--- src/lpad_pkg.sv ---
package lpad_pkg;

    // Frame layout
    localparam int HEADER_BYTES = 4;
    localparam int HDR_IDX_W    = $clog2(HEADER_BYTES);
    localparam int WORD_W       = 8 * HEADER_BYTES;
    localparam int LEN_W        = WORD_W - 1;

    // Smallest legal name length: one visible byte plus the terminator
    localparam int MIN_NAME_LEN = 2;

    // Adler-32
    localparam logic [15:0] ADLER_MOD = 16'd65521;

    // Configuration registers
    localparam int CFG_IDX_W = 1;
    localparam int CFG_W     = 31;
    localparam logic [CFG_IDX_W-1:0] CFG_MIN_FRAME_LEN = 1'd0;
    localparam logic [CFG_IDX_W-1:0] CFG_MAX_FRAME_LEN = 1'd1;
    localparam logic [CFG_W-1:0] MIN_FRAME_LEN_RST = 31'd10;
    localparam logic [CFG_W-1:0] MAX_FRAME_LEN_RST = 31'd67108864;

    // Result kinds
    localparam logic [1:0] KIND_NAME    = 2'd0;
    localparam logic [1:0] KIND_PAYLOAD = 2'd1;
    localparam logic [1:0] KIND_STATUS  = 2'd2;

    // Frame status codes
    localparam logic [1:0] ST_OK       = 2'd0;
    localparam logic [1:0] ST_BAD_LEN  = 2'd1;
    localparam logic [1:0] ST_BAD_NAME = 2'd2;
    localparam logic [1:0] ST_BAD_SUM  = 2'd3;

    // Command queue between parser and executor
    localparam int QDEPTH  = 4;
    localparam int QPTR_W  = $clog2(QDEPTH);
    localparam int QCNT_W  = $clog2(QDEPTH + 1);

    typedef enum logic [2:0] {
        OP_SUM,       // header or terminator byte: checksum only
        OP_NAME,      // visible name byte
        OP_PAY,       // payload byte
        OP_CHK,       // check byte, not the last
        OP_CHK_LAST,  // last check byte: compare and report
        OP_ERR_LEN,   // frame length out of range
        OP_ERR_NAME   // name length out of range
    } t_op;

    typedef struct packed {
        logic [7:0] data;
        t_op        op;
    } t_cmd;

endpackage

--- src/lpad_in_if.sv ---
interface lpad_in_if;
    logic       valid;
    logic       ready;
    logic [7:0] in_byte;

    modport source (output valid, output in_byte, input ready);
    modport sink   (input valid, input in_byte, output ready);
endinterface

--- src/lpad_out_if.sv ---
interface lpad_out_if;
    logic       valid;
    logic       ready;
    logic [7:0] out_byte;
    logic [1:0] out_kind;
    logic [1:0] status;

    modport source (output valid, output out_byte, output out_kind, output status,
                    input ready);
    modport sink   (input valid, input out_byte, input out_kind, input status,
                    output ready);
endinterface

--- src/length_prefixed_adler_deframer.sv ---
// Deframer for length-prefixed frames closed by an Adler-32 check word. It takes one
// stream byte per cycle while the command queue is not full and puts out name bytes
// (terminator dropped), payload bytes and one status result per frame; a frame is good
// only if its status is ok. Any error (frame length outside min_frame_len..max_frame_len,
// name length outside 2..L-8, checksum mismatch) reports its status and then swallows
// every byte until reset. Throughput is one byte per cycle while the queue has room: the
// parser classifies each byte combinationally and the executor runs one Adler-32 update
// per summed byte. A four-entry command queue sits between them, so the parser keeps
// accepting bytes while the output is stalled until four commands are queued. A result
// passes through the command queue and the executor's output register before it is offered.
// Write min_frame_len and max_frame_len only while no frame is in progress.
module length_prefixed_adler_deframer (
    input  logic                           i_clk,
    input  logic                           i_rst_n,
    input  logic                           i_cfg_we,
    input  logic [lpad_pkg::CFG_IDX_W-1:0] i_cfg_idx,
    input  logic [lpad_pkg::CFG_W-1:0]     i_cfg_data,
    lpad_in_if.sink                        i_in_ch,
    lpad_out_if.source                     o_out_ch
);
    import lpad_pkg::*;

    logic w_push, w_full, w_pop, w_empty;
    t_cmd w_cmd_in, w_cmd_out;

    // parser, command queue, executor
    lpad_front u_front (
        .i_clk      (i_clk),
        .i_rst_n    (i_rst_n),
        .i_cfg_we   (i_cfg_we),
        .i_cfg_idx  (i_cfg_idx),
        .i_cfg_data (i_cfg_data),
        .i_in_ch    (i_in_ch),
        .i_full     (w_full),
        .o_push     (w_push),
        .o_cmd      (w_cmd_in)
    );

    lpad_fifo u_fifo (
        .i_clk   (i_clk),
        .i_rst_n (i_rst_n),
        .i_push  (w_push),
        .i_cmd   (w_cmd_in),
        .o_full  (w_full),
        .i_pop   (w_pop),
        .o_empty (w_empty),
        .o_cmd   (w_cmd_out)
    );

    lpad_back u_back (
        .i_clk    (i_clk),
        .i_rst_n  (i_rst_n),
        .i_empty  (w_empty),
        .i_cmd    (w_cmd_out),
        .o_pop    (w_pop),
        .o_out_ch (o_out_ch)
    );

endmodule

--- src/lpad_front.sv ---
module lpad_front (
    input  logic                     i_clk,
    input  logic                     i_rst_n,
    input  logic                     i_cfg_we,
    input  logic [lpad_pkg::CFG_IDX_W-1:0] i_cfg_idx,
    input  logic [lpad_pkg::CFG_W-1:0]     i_cfg_data,
    lpad_in_if.sink                  i_in_ch,
    input  logic                     i_full,
    output logic                     o_push,
    output lpad_pkg::t_cmd           o_cmd
);
    import lpad_pkg::*;

    typedef enum logic [2:0] {
        PH_LEN,
        PH_NLEN,
        PH_NAME,
        PH_PAY,
        PH_CHK,
        PH_HALT
    } t_phase;

    t_phase             r_ph, n_ph;
    logic [LEN_W-1:0]   r_cnt, n_cnt;
    logic [WORD_W-1:0]  r_sh;
    logic [LEN_W-1:0]   r_len, n_len;
    logic [LEN_W-1:0]   r_name_last, n_name_last;
    logic [LEN_W-1:0]   r_frame_last, n_frame_last;
    logic [CFG_W-1:0]   r_min, r_max;

    logic [7:0]         w_b;
    logic [WORD_W-1:0]  w_word;
    logic               w_acc;
    logic               w_hdr_last;
    logic               w_bad_len;
    logic               w_bad_name;
    logic [WORD_W-1:0]  w_n_plus8;
    logic [WORD_W-1:0]  w_n_plus7;
    t_op                w_op;

    assign w_b     = i_in_ch.in_byte;
    assign w_word  = {w_b, r_sh[WORD_W-1:8]};
    assign w_acc   = i_in_ch.valid && i_in_ch.ready;
    assign i_in_ch.ready = (r_ph == PH_HALT) || !i_full;

    assign w_hdr_last = (r_cnt[HDR_IDX_W-1:0] == HDR_IDX_W'(HEADER_BYTES - 1));

    // length checks on the completed little-endian word
    assign w_bad_len = w_word[WORD_W-1]
                    || (w_word[LEN_W-1:0] < r_min)
                    || (w_word[LEN_W-1:0] > r_max);
    assign w_n_plus8 = {1'b0, w_word[LEN_W-1:0]} + WORD_W'(2 * HEADER_BYTES);
    assign w_n_plus7 = {1'b0, w_word[LEN_W-1:0]} + WORD_W'(2 * HEADER_BYTES - 1);
    assign w_bad_name = w_word[WORD_W-1]
                     || (w_word[LEN_W-1:0] < LEN_W'(MIN_NAME_LEN))
                     || (w_n_plus8 > {1'b0, r_len});

    // byte classification and phase sequencing
    always_comb begin
        n_ph         = r_ph;
        n_cnt        = r_cnt + LEN_W'(1);
        n_len        = r_len;
        n_name_last  = r_name_last;
        n_frame_last = r_frame_last;
        w_op         = OP_SUM;
        case (r_ph)
            PH_LEN: begin
                if (w_hdr_last) begin
                    if (w_bad_len) begin
                        w_op = OP_ERR_LEN;
                        n_ph = PH_HALT;
                    end else begin
                        n_len = w_word[LEN_W-1:0];
                        n_ph  = PH_NLEN;
                    end
                end
            end
            PH_NLEN: begin
                if (w_hdr_last) begin
                    if (w_bad_name) begin
                        w_op = OP_ERR_NAME;
                        n_ph = PH_HALT;
                    end else begin
                        n_name_last  = w_n_plus7[LEN_W-1:0];
                        n_frame_last = r_len - LEN_W'(1);
                        n_ph         = PH_NAME;
                    end
                end
            end
            PH_NAME: begin
                if (r_cnt == r_name_last) begin
                    // terminator: summed but not shown
                    if (r_cnt == r_frame_last) begin
                        n_ph  = PH_CHK;
                        n_cnt = '0;
                    end else begin
                        n_ph = PH_PAY;
                    end
                end else begin
                    w_op = OP_NAME;
                end
            end
            PH_PAY: begin
                w_op = OP_PAY;
                if (r_cnt == r_frame_last) begin
                    n_ph  = PH_CHK;
                    n_cnt = '0;
                end
            end
            PH_CHK: begin
                if (w_hdr_last) begin
                    w_op  = OP_CHK_LAST;
                    n_ph  = PH_LEN;
                    n_cnt = '0;
                end else begin
                    w_op = OP_CHK;
                end
            end
            PH_HALT: begin
                n_cnt = r_cnt;
            end
            default: begin
                n_ph = PH_HALT;
            end
        endcase
    end

    assign o_push     = w_acc && (r_ph != PH_HALT);
    assign o_cmd.data = w_b;
    assign o_cmd.op   = w_op;

    // parser state
    always_ff @(posedge i_clk) begin
        if (!i_rst_n) begin
            r_ph  <= PH_LEN;
            r_cnt <= '0;
        end else if (w_acc) begin
            r_ph  <= n_ph;
            r_cnt <= n_cnt;
        end
    end

    // field assembly, no reset needed
    always_ff @(posedge i_clk) begin
        if (w_acc) begin
            r_sh         <= w_word;
            r_len        <= n_len;
            r_name_last  <= n_name_last;
            r_frame_last <= n_frame_last;
        end
    end

    // configuration registers
    always_ff @(posedge i_clk) begin
        if (!i_rst_n) begin
            r_min <= MIN_FRAME_LEN_RST;
            r_max <= MAX_FRAME_LEN_RST;
        end else if (i_cfg_we) begin
            case (i_cfg_idx)
                CFG_MIN_FRAME_LEN: r_min <= i_cfg_data;
                CFG_MAX_FRAME_LEN: r_max <= i_cfg_data;
                default: ;
            endcase
        end
    end

endmodule

--- src/lpad_fifo.sv ---
module lpad_fifo (
    input  logic           i_clk,
    input  logic           i_rst_n,
    input  logic           i_push,
    input  lpad_pkg::t_cmd i_cmd,
    output logic           o_full,
    input  logic           i_pop,
    output logic           o_empty,
    output lpad_pkg::t_cmd o_cmd
);
    import lpad_pkg::*;

    t_cmd              r_mem [QDEPTH];
    logic [QPTR_W-1:0] r_wr, r_rd;
    logic [QCNT_W-1:0] r_cnt;
    logic              w_push, w_pop;

    assign o_full  = (r_cnt == QCNT_W'(QDEPTH));
    assign o_empty = (r_cnt == '0);
    assign o_cmd   = r_mem[r_rd];
    assign w_push  = i_push && !o_full;
    assign w_pop   = i_pop && !o_empty;

    // pointers and fill level
    always_ff @(posedge i_clk) begin
        if (!i_rst_n) begin
            r_wr  <= '0;
            r_rd  <= '0;
            r_cnt <= '0;
        end else begin
            if (w_push) r_wr <= r_wr + QPTR_W'(1);
            if (w_pop)  r_rd <= r_rd + QPTR_W'(1);
            case ({w_push, w_pop})
                2'b10:   r_cnt <= r_cnt + QCNT_W'(1);
                2'b01:   r_cnt <= r_cnt - QCNT_W'(1);
                default: r_cnt <= r_cnt;
            endcase
        end
    end

    // entry storage
    always_ff @(posedge i_clk) begin
        if (w_push) r_mem[r_wr] <= i_cmd;
    end

endmodule

--- src/lpad_back.sv ---
module lpad_back (
    input  logic           i_clk,
    input  logic           i_rst_n,
    input  logic           i_empty,
    input  lpad_pkg::t_cmd i_cmd,
    output logic           o_pop,
    lpad_out_if.source     o_out_ch
);
    import lpad_pkg::*;

    logic [15:0]       r_a, r_b;
    logic [WORD_W-1:0] r_rcv;
    logic              r_halt;
    logic              r_ov;
    logic [7:0]        r_obyte;
    logic [1:0]        r_okind;
    logic [1:0]        r_ost;

    logic [16:0]       w_a1, w_b1;
    logic [15:0]       w_a, w_b;
    logic [WORD_W-1:0] w_rcv;
    logic              w_emits;
    logic              w_free;
    logic              w_exec;

    // Adler-32 running sums, one conditional subtract each
    assign w_a1 = {1'b0, r_a} + {9'b0, i_cmd.data};
    assign w_a  = (w_a1 >= {1'b0, ADLER_MOD}) ? 16'(w_a1 - {1'b0, ADLER_MOD}) : w_a1[15:0];
    assign w_b1 = {1'b0, r_b} + {1'b0, w_a};
    assign w_b  = (w_b1 >= {1'b0, ADLER_MOD}) ? 16'(w_b1 - {1'b0, ADLER_MOD}) : w_b1[15:0];

    assign w_rcv = {i_cmd.data, r_rcv[WORD_W-1:8]};

    assign w_emits = (i_cmd.op == OP_NAME) || (i_cmd.op == OP_PAY)
                  || (i_cmd.op == OP_CHK_LAST) || (i_cmd.op == OP_ERR_LEN)
                  || (i_cmd.op == OP_ERR_NAME);
    assign w_free  = !r_ov || o_out_ch.ready;
    // after a halt the queue drains without effect
    assign o_pop   = !i_empty && (r_halt || !w_emits || w_free);
    assign w_exec  = o_pop && !r_halt;

    assign o_out_ch.valid    = r_ov;
    assign o_out_ch.out_byte = r_obyte;
    assign o_out_ch.out_kind = r_okind;
    assign o_out_ch.status   = r_ost;

    // control: sums, halt flag, output valid
    always_ff @(posedge i_clk) begin
        if (!i_rst_n) begin
            r_a    <= 16'd1;
            r_b    <= 16'd0;
            r_halt <= 1'b0;
            r_ov   <= 1'b0;
        end else begin
            if (w_exec && w_emits) begin
                r_ov <= 1'b1;
            end else if (o_out_ch.ready) begin
                r_ov <= 1'b0;
            end
            if (w_exec) begin
                case (i_cmd.op)
                    OP_SUM, OP_NAME, OP_PAY: begin
                        r_a <= w_a;
                        r_b <= w_b;
                    end
                    OP_CHK_LAST: begin
                        if (w_rcv != {r_b, r_a}) begin
                            r_halt <= 1'b1;
                        end else begin
                            r_a <= 16'd1;
                            r_b <= 16'd0;
                        end
                    end
                    OP_ERR_LEN, OP_ERR_NAME: r_halt <= 1'b1;
                    default: ;
                endcase
            end
        end
    end

    // result payload and check word assembly
    always_ff @(posedge i_clk) begin
        if (w_exec) begin
            if (i_cmd.op == OP_CHK || i_cmd.op == OP_CHK_LAST) r_rcv <= w_rcv;
            case (i_cmd.op)
                OP_NAME: begin
                    r_obyte <= i_cmd.data;
                    r_okind <= KIND_NAME;
                    r_ost   <= ST_OK;
                end
                OP_PAY: begin
                    r_obyte <= i_cmd.data;
                    r_okind <= KIND_PAYLOAD;
                    r_ost   <= ST_OK;
                end
                OP_CHK_LAST: begin
                    r_obyte <= 8'd0;
                    r_okind <= KIND_STATUS;
                    r_ost   <= (w_rcv != {r_b, r_a}) ? ST_BAD_SUM : ST_OK;
                end
                OP_ERR_LEN: begin
                    r_obyte <= 8'd0;
                    r_okind <= KIND_STATUS;
                    r_ost   <= ST_BAD_LEN;
                end
                OP_ERR_NAME: begin
                    r_obyte <= 8'd0;
                    r_okind <= KIND_STATUS;
                    r_ost   <= ST_BAD_NAME;
                end
                default: ;
            endcase
        end
    end

endmodule
--- src/flat_wrapper.sv ---
// flat-port wrapper written by rule: the top's interface ports become plain ports
module length_prefixed_adler_deframer_flat import lpad_pkg::*;
  (i_clk, i_rst_n, i_cfg_we, i_cfg_idx, i_cfg_data, i_in_ch_valid, i_in_ch_in_byte, i_in_ch_ready, o_out_ch_valid, o_out_ch_out_byte, o_out_ch_out_kind, o_out_ch_status, o_out_ch_ready);
  lpad_in_if i_in_ch_i ();
  lpad_out_if o_out_ch_i ();
  input  logic i_clk;
  input  logic i_rst_n;
  input  logic i_cfg_we;
  input  logic [lpad_pkg::CFG_IDX_W-1:0] i_cfg_idx;
  input  logic [lpad_pkg::CFG_W-1:0] i_cfg_data;
  input wire logic [$bits(i_in_ch_i.valid)-1:0] i_in_ch_valid;
  input wire logic [$bits(i_in_ch_i.in_byte)-1:0] i_in_ch_in_byte;
  output wire logic [$bits(i_in_ch_i.ready)-1:0] i_in_ch_ready;
  output wire logic [$bits(o_out_ch_i.valid)-1:0] o_out_ch_valid;
  output wire logic [$bits(o_out_ch_i.out_byte)-1:0] o_out_ch_out_byte;
  output wire logic [$bits(o_out_ch_i.out_kind)-1:0] o_out_ch_out_kind;
  output wire logic [$bits(o_out_ch_i.status)-1:0] o_out_ch_status;
  input wire logic [$bits(o_out_ch_i.ready)-1:0] o_out_ch_ready;
  assign i_in_ch_i.valid = i_in_ch_valid;
  assign i_in_ch_i.in_byte = i_in_ch_in_byte;
  assign i_in_ch_ready = i_in_ch_i.ready;
  assign o_out_ch_valid = o_out_ch_i.valid;
  assign o_out_ch_out_byte = o_out_ch_i.out_byte;
  assign o_out_ch_out_kind = o_out_ch_i.out_kind;
  assign o_out_ch_status = o_out_ch_i.status;
  assign o_out_ch_i.ready = o_out_ch_ready;
  length_prefixed_adler_deframer u_core (.i_clk(i_clk), .i_rst_n(i_rst_n), .i_cfg_we(i_cfg_we), .i_cfg_idx(i_cfg_idx), .i_cfg_data(i_cfg_data), .i_in_ch(i_in_ch_i), .o_out_ch(o_out_ch_i));
endmodule
--- config.mk ---
export PLATFORM = sky130hd
export DESIGN_NAME = length_prefixed_adler_deframer_flat
export DESIGN_NICKNAME = d
export VERILOG_FILES = /design/src/lpad_pkg.sv /design/src/lpad_in_if.sv /design/src/lpad_out_if.sv /design/src/length_prefixed_adler_deframer.sv /design/src/lpad_front.sv /design/src/lpad_fifo.sv /design/src/lpad_back.sv /design/src/flat_wrapper.sv
export SDC_FILE = /design/constraint.sdc
export NUM_CORES = 1
export LEC_CHECK = 0
export BUFFER_PORTS_ARGS = -buffer_cell sky130_fd_sc_hd__buf_4
export CORE_MARGIN = 2
export CORE_UTILIZATION = 50
export CTS_CLUSTER_SIZE = 16
export DETAILED_ROUTE_END_ITERATION = 8
export PLACE_DENSITY = 0.73
export SYNTH_ARGS = -nofsm -noshare
export SYNTH_HDL_FRONTEND = slang
export SYNTH_HIERARCHICAL = 1
export SYNTH_SLANG_ARGS = --single-unit
--- constraint.sdc ---
create_clock -name i_clk -period 10.1 [get_ports i_clk]
set_input_delay 1.515 -clock i_clk [delete_from_list [all_inputs] [get_ports i_clk]]
set_output_delay 1.515 -clock i_clk [all_outputs]
set_load 0.05 [all_outputs]
# == Word-level counts from Yosys, hierarchy flattened ==
# Memory sizes are Yosys's and may differ from the RTL's. A register that Yosys moved wholly into a read port is not among the register bits.
# Cells that the tools add are included.
# word_totals
out_inout_bits,14
regBits,306
n_memories,1
input_bits,45
mem_bits_rw,44
elab_cells,158
# classes
addsub,12
n_lt_le_gt_ge,6
eq_ne,26
n_bitwise,4
mux,39
n_reduce_logical,51
# memory_table
memory,depth,width,read_ports,rd_clocked_by_memory_dff,write_ports,line_no,source
u_core.u_fifo.r_mem,4,11,1,1,1,lpad_fifo.sv:13,t_cmd r_mem [QDEPTH];
# op_table
op,n
$pmux W31 S4,1
$mux W31,3
$mux W16,4
$pmux W16 S2,2
$eq A31 B31 Y1,2
$mux W3,13
$ge A17 B16 Y1 const B,2
$add A31 B4 Y32 const B,1
$gt A32 B31 Y1,1
$ne A32 B32 Y1,1
$sub A16 B16 Y16 const B,2
$add A31 B1 Y31 const B,1
$add A31 B3 Y31 const B,1
$gt A31 B31 Y1,1
$lt A31 B2 Y1 const B,1
$lt A31 B31 Y1,1
$sub A31 B1 Y31 const B,1
$eq A3 B3 Y1 const B,6
$pmux W3 S6,1
$add A16 B16 Y17,1
$add A16 B8 Y17,1
$pmux W8 S2,1
$pmux W3 S5,1
$reduce_and A2 Y1,7
29 further kinds,82

# == Longest topological paths before layout ==
# depth
ltp_word,12
mapped_depth,25
ltp_nobuf,23

# == Cells and area by module ==
# Netlist, hierarchy kept.
# by_module_without_submodules
module,n_inst,seq_area_each_um2,area_per_inst_um2,cells_per_inst
lpad_front,1,5435.2,12353.1,1304
lpad_back,1,1761.7,5225.0,577
lpad_fifo,1,1501.4,2079.5,111

# == Worst setup path after synthesis ==
# No wires, ideal clock.
# synth_timing
path_kind,input port to flip-flop
startpoint,input port i_in_ch_in_byte[2]
endpoint,register u_core.u_front.r_frame_last[0] (enable)
t_required_ps,9628
arrival_ps,6124
n_path_buf,1
cell_stages,11
setup_slack_ps,3504
path_cell_list,clkbuf_1 and4_1 and3_1 nand2_1 xnor2_1 ha_1 a211o_1 a221o_1 o311ai_1 o311ai_1 nor3_2
# synth_via
elab_chain_cells,5
word_cells_on_any_way,7
cone_classes,add/sub: 1; order compare: 2; bitwise: 1; reduce/logical: 3
# synth_lines
element,line_no,source
from (decl),flat_wrapper.sv:12,input wire logic [$bits(i_in_ch_i.in_byte)-1:0] i_in_ch_in_byte;
$add A31 B4 Y32 / $lt A31 B2 Y1 (equally long branches),"lpad_front.sv:52, lpad_front.sv:55",
$gt A32 B31 Y1 / $logic_or A1 B1 Y1 (equally long branches),"lpad_front.sv:56, lpad_front.sv:55",
$logic_or A1 B1 Y1 (*),lpad_front.sv:56,"|| (w_n_plus8 > {1'b0, r_len});"
$not A1 Y1 (no line) (*),-,
$reduce_and A4 Y1 (no line) (*),-,
to (signal assigned),lpad_front.sv:149,r_frame_last <= n_frame_last;
to (decl),lpad_front.sv:28,"logic [LEN_W-1:0] r_frame_last, n_frame_last;"
# Mark *: on every way between the ends. The rest lies on a longest branch, timed or not.
# A chain may end at the register's enable or synchronous reset.

==> impl_metrics.csv <==
group,metric,value,unit
synthesis,synth_nets,2173,
timing,drv_slew,0,
setup_path,path_class,"flip-flop to flip-flop",
synthesis,synth_area,19700,um^2
die,die_y,202,um
detailed_routing,post_drt_via_cell_ratio,5.82,
global_route,antenna_found_initial,0,
place,dp_hpwl,36.2,mm
timing,fin_crit_sh,74.7,%
detailed_routing,drtIter0Drc,1336,
cts,cts_tree,"done",
synthesis,synth_edf_count,197,
synthesis,syn_inst,1992,
flow_run,maxCapViolCount,0,
timing,setup_viol,0,
setup_path,cp.required,10510,ps
timing,rsz0062_at_grt,"false",
cells_and_area,antenna-diode-count,0,
power_and_ir_drop,ir_drop,0.000151,V
timing,fin_skew,30.3,ps
cts,cts_root_buffer,"clkbuf_16",
die,core-area,38700,um^2
timing,worstMarginPinSlew,1230,ps
setup_path,ff2ff_setup_slack,2560,ps
setup_path,r2r_cells,22,
timing,min_period,7540,ps
global_route,overflow,0,
die,rows,72,
global_route,grt_pass1_vias,14500,
cts,holdBufCountCts,0,
power_and_ir_drop,total_power,0.00524,W
synthesis,synth.avg_cell_area,9.87,um^2
synthesis,netlist-cell-type-count,102,
cells_and_area,area_delta_synth_final,9.71,%
detailed_routing,drt-pass1-iter-count,7,
cts,numCtsBuffers,38,
synthesis,synth_warnings,6,
timing,finalHoldViolations,0,
setup_path,cp-start-kind,"flip-flop",
cts,htreeDepth,2,
outcome,status,"finished, final reports clean",
die,ios,59,
die,die_w,202,um
cells_and_area,fin_cells,2550,
synthesis,synth_seq_cells,336,
detailed_routing,antenna_left,0,
hold_path,hold_path_depth,2,
cts,clock_path_buffers,3,
place,gp_congestion,0.914,
detailed_routing,drc,0,
setup_path,crit_path_max_fanout,17,
detailed_routing,wl_per_cell,19.1,um
global_route,track_usage,24.0,%
cts,clk_latency,550,ps
die,dieArea,40900,um^2
die,initial_core_util,50.7,%
hold_path,hp-class,"flip-flop to flip-flop",
power_and_ir_drop,leakage,8.22,nW
cells_and_area,drive_gt1_share,8.76,%
cells_and_area,fill_cells,3324,
synthesis,synthArstFlopShare,0,%
place,port_buffers,58,
cells_and_area,nNetsFinal,2185,
global_route,grt_max_degree,69,
timing,setup_tns,0,ps
synthesis,synth_ff_type,"edfxtp_1",
synthesis,seq_area_frac_synth,44.2,%
global_route,grt_pass1_wl,78.3,mm
cts,post-cts-setup-buffers,0,
detailed_routing,routed_wl,48.7,mm
place,placedCellCount,2482,
cts,cts.clk_slew.worst_paths,60,ps
setup_path,cp_data_arrival_time,7950,ps
setup_path,cp-end-kind,"flip-flop",
timing,max-slew-margin-rel,17.8,%
detailed_routing,vias,14900,
cts,ctsResizeCount,0,
cts,clock-sinks,336,
timing,max_freq,0.133,GHz
power_and_ir_drop,powerDensity,243,nW/um^2
Yosys cell counts, types with 8 or more instances:
cell	instances	share of area, %
inv_1	131	2.5
nand2_1	249	4.8
nor4_1	31	0.99
mux2i_1	11	0.56
nand3_1	75	1.9
buf_2	17	0.43
xor2_1	118	5.3
buf_6	10	0.57
nand4_1	53	1.7
nor2b_1	25	0.80
and3_1	26	0.83
a21o_1	27	1.0
a211oi_1	12	0.46
a31oi_1	14	0.45
o21ai_0	39	0.99
nor3_1	41	1.0
a21oi_1	128	3.3
o211ai_1	14	0.53
dfxtp_1	139	14
mux4_2	11	1.3
buf_1	8	0.15
edfxtp_1	197	30
ha_1	133	8.5
and2_1	17	0.54
buf_4	12	0.46
xnor2_1	112	5.0
or3_1	14	0.45
nor2_1	109	2.1
clkbuf_1	43	0.82
worst paths after layout:
kind,start,to
max,flip-flop,u_core/u_back/r_b[12]$_SDFFE_PN0P_
min,u_core/u_front/r_min[7]$_SDFFE_PN0P_,u_core/u_front/r_min[7]$_SDFFE_PN0P_
max reg2reg,flip-flop,u_core/u_back/r_b[12]$_SDFFE_PN0P_
min reg2reg,u_core/u_front/r_min[7]$_SDFFE_PN0P_,u_core/u_front/r_min[7]$_SDFFE_PN0P_
per-stage QoR:
| step | utilization [%] | worst slack, ps | instance area [um^2] | hold WS (ps) |
|---|---|---|---|---|
| floorplan | - | 3500 | 19700 | 432 |
| global placement | 52.4 | 2800 | 20300 | 440 |
| detailed placement | 52.4 | 2680 | 20300 | 447 |
| CTS | 55.7 | 2630 | 21600 | 455 |
| global route | 55.7 | 2010 | 21600 | 470 |
| finish | 55.7 | 2560 | 21600 | 452 |
state kept, by name (all words and copies together) (netlist names), 24 cells and up, named ones only:
register / cells
u_core/u_fifo/r_mem: 44
u_core/u_front/r_cnt: 31
u_core/u_front/r_frame_last: 31
u_core/u_front/r_len: 31
u_core/u_front/r_max: 31
u_core/u_front/r_min: 31
u_core/u_front/r_name_last: 31
u_core/u_back/r_rcv: 24
u_core/u_front/r_sh: 24
worst max-delay path: stages, from the launching register on:
cell and delay [ps]:
dfxtp_1 800, mux4_2 650, ha_1 250, fa_1 430, a211oi_1 330, o21bai_1 120, a21oi_1 200, xnor2_1 220
nand4_1 230, nand4bb_1 350, nand2_1 230, mux2i_1 380, inv_1 90, ha_1 300, a211o_1 330, and3b_1 230
o21a_1 220, o211ai_1 230, o21ai_1 240, nor4_4 360, a31oi_2 380, or4_1 590, a32o_1 250
layer usage:
layer / track usage [%] / share of wire, %
met4: 7.04 / 2.8
met3: 2.92 / 6.7
met5: 0 / 0
met2: 40.0 / 47
met1: 33.0 / 44
layout by cell type (no fill, tap or decap), types with 31 or more instances in the layout:
master | synthesis | routed
nor3_1 | 41 | 41
clkbuf_16 | 0 | 41
dfxtp_1 | 139 | 139
inv_1 | 131 | 130
xnor2_1 | 112 | 112
edfxtp_1 | 197 | 197
nand2_1 | 249 | 249
nor2_1 | 109 | 109
xor2_1 | 118 | 118
nand3_1 | 75 | 75
a21oi_1 | 128 | 127
ha_1 | 133 | 133
buf_4 | 12 | 65
nand4_1 | 53 | 53
nor4_1 | 31 | 31
o21ai_0 | 39 | 39
logic make-up after synthesis:
kind of cell	after synthesis	synth area share (%)
AND/OR/NAND/NOR	712	18.4
multiplexers	23	1.90
flip-flops	336	44.2
buffers and inverters	225	5.17
adder cells (fa/ha/maj)	136	8.77
XOR/XNOR	231	10.3
AO/OA/AOI/OAI	329	11.1
area by class of cell:
type	instances	area (um^2)	area share (%)
sequential	336	8700	40.3
tap	518	648	3.01
clock inverter	11	111	0.516
inverter	132	495	2.30
multi-input combinational	1431	9960	46.2
clock buffer	57	1170	5.41
timing repair buffer	65	488	2.26
power breakdown:
group / internal [W] / switching [W]
Clock: 0.000849 / 0.000555
Combinational: 0.000714 / 0.00129
Sequential: 0.00166 / 0.000168
(Power assumes the default switching activity.)
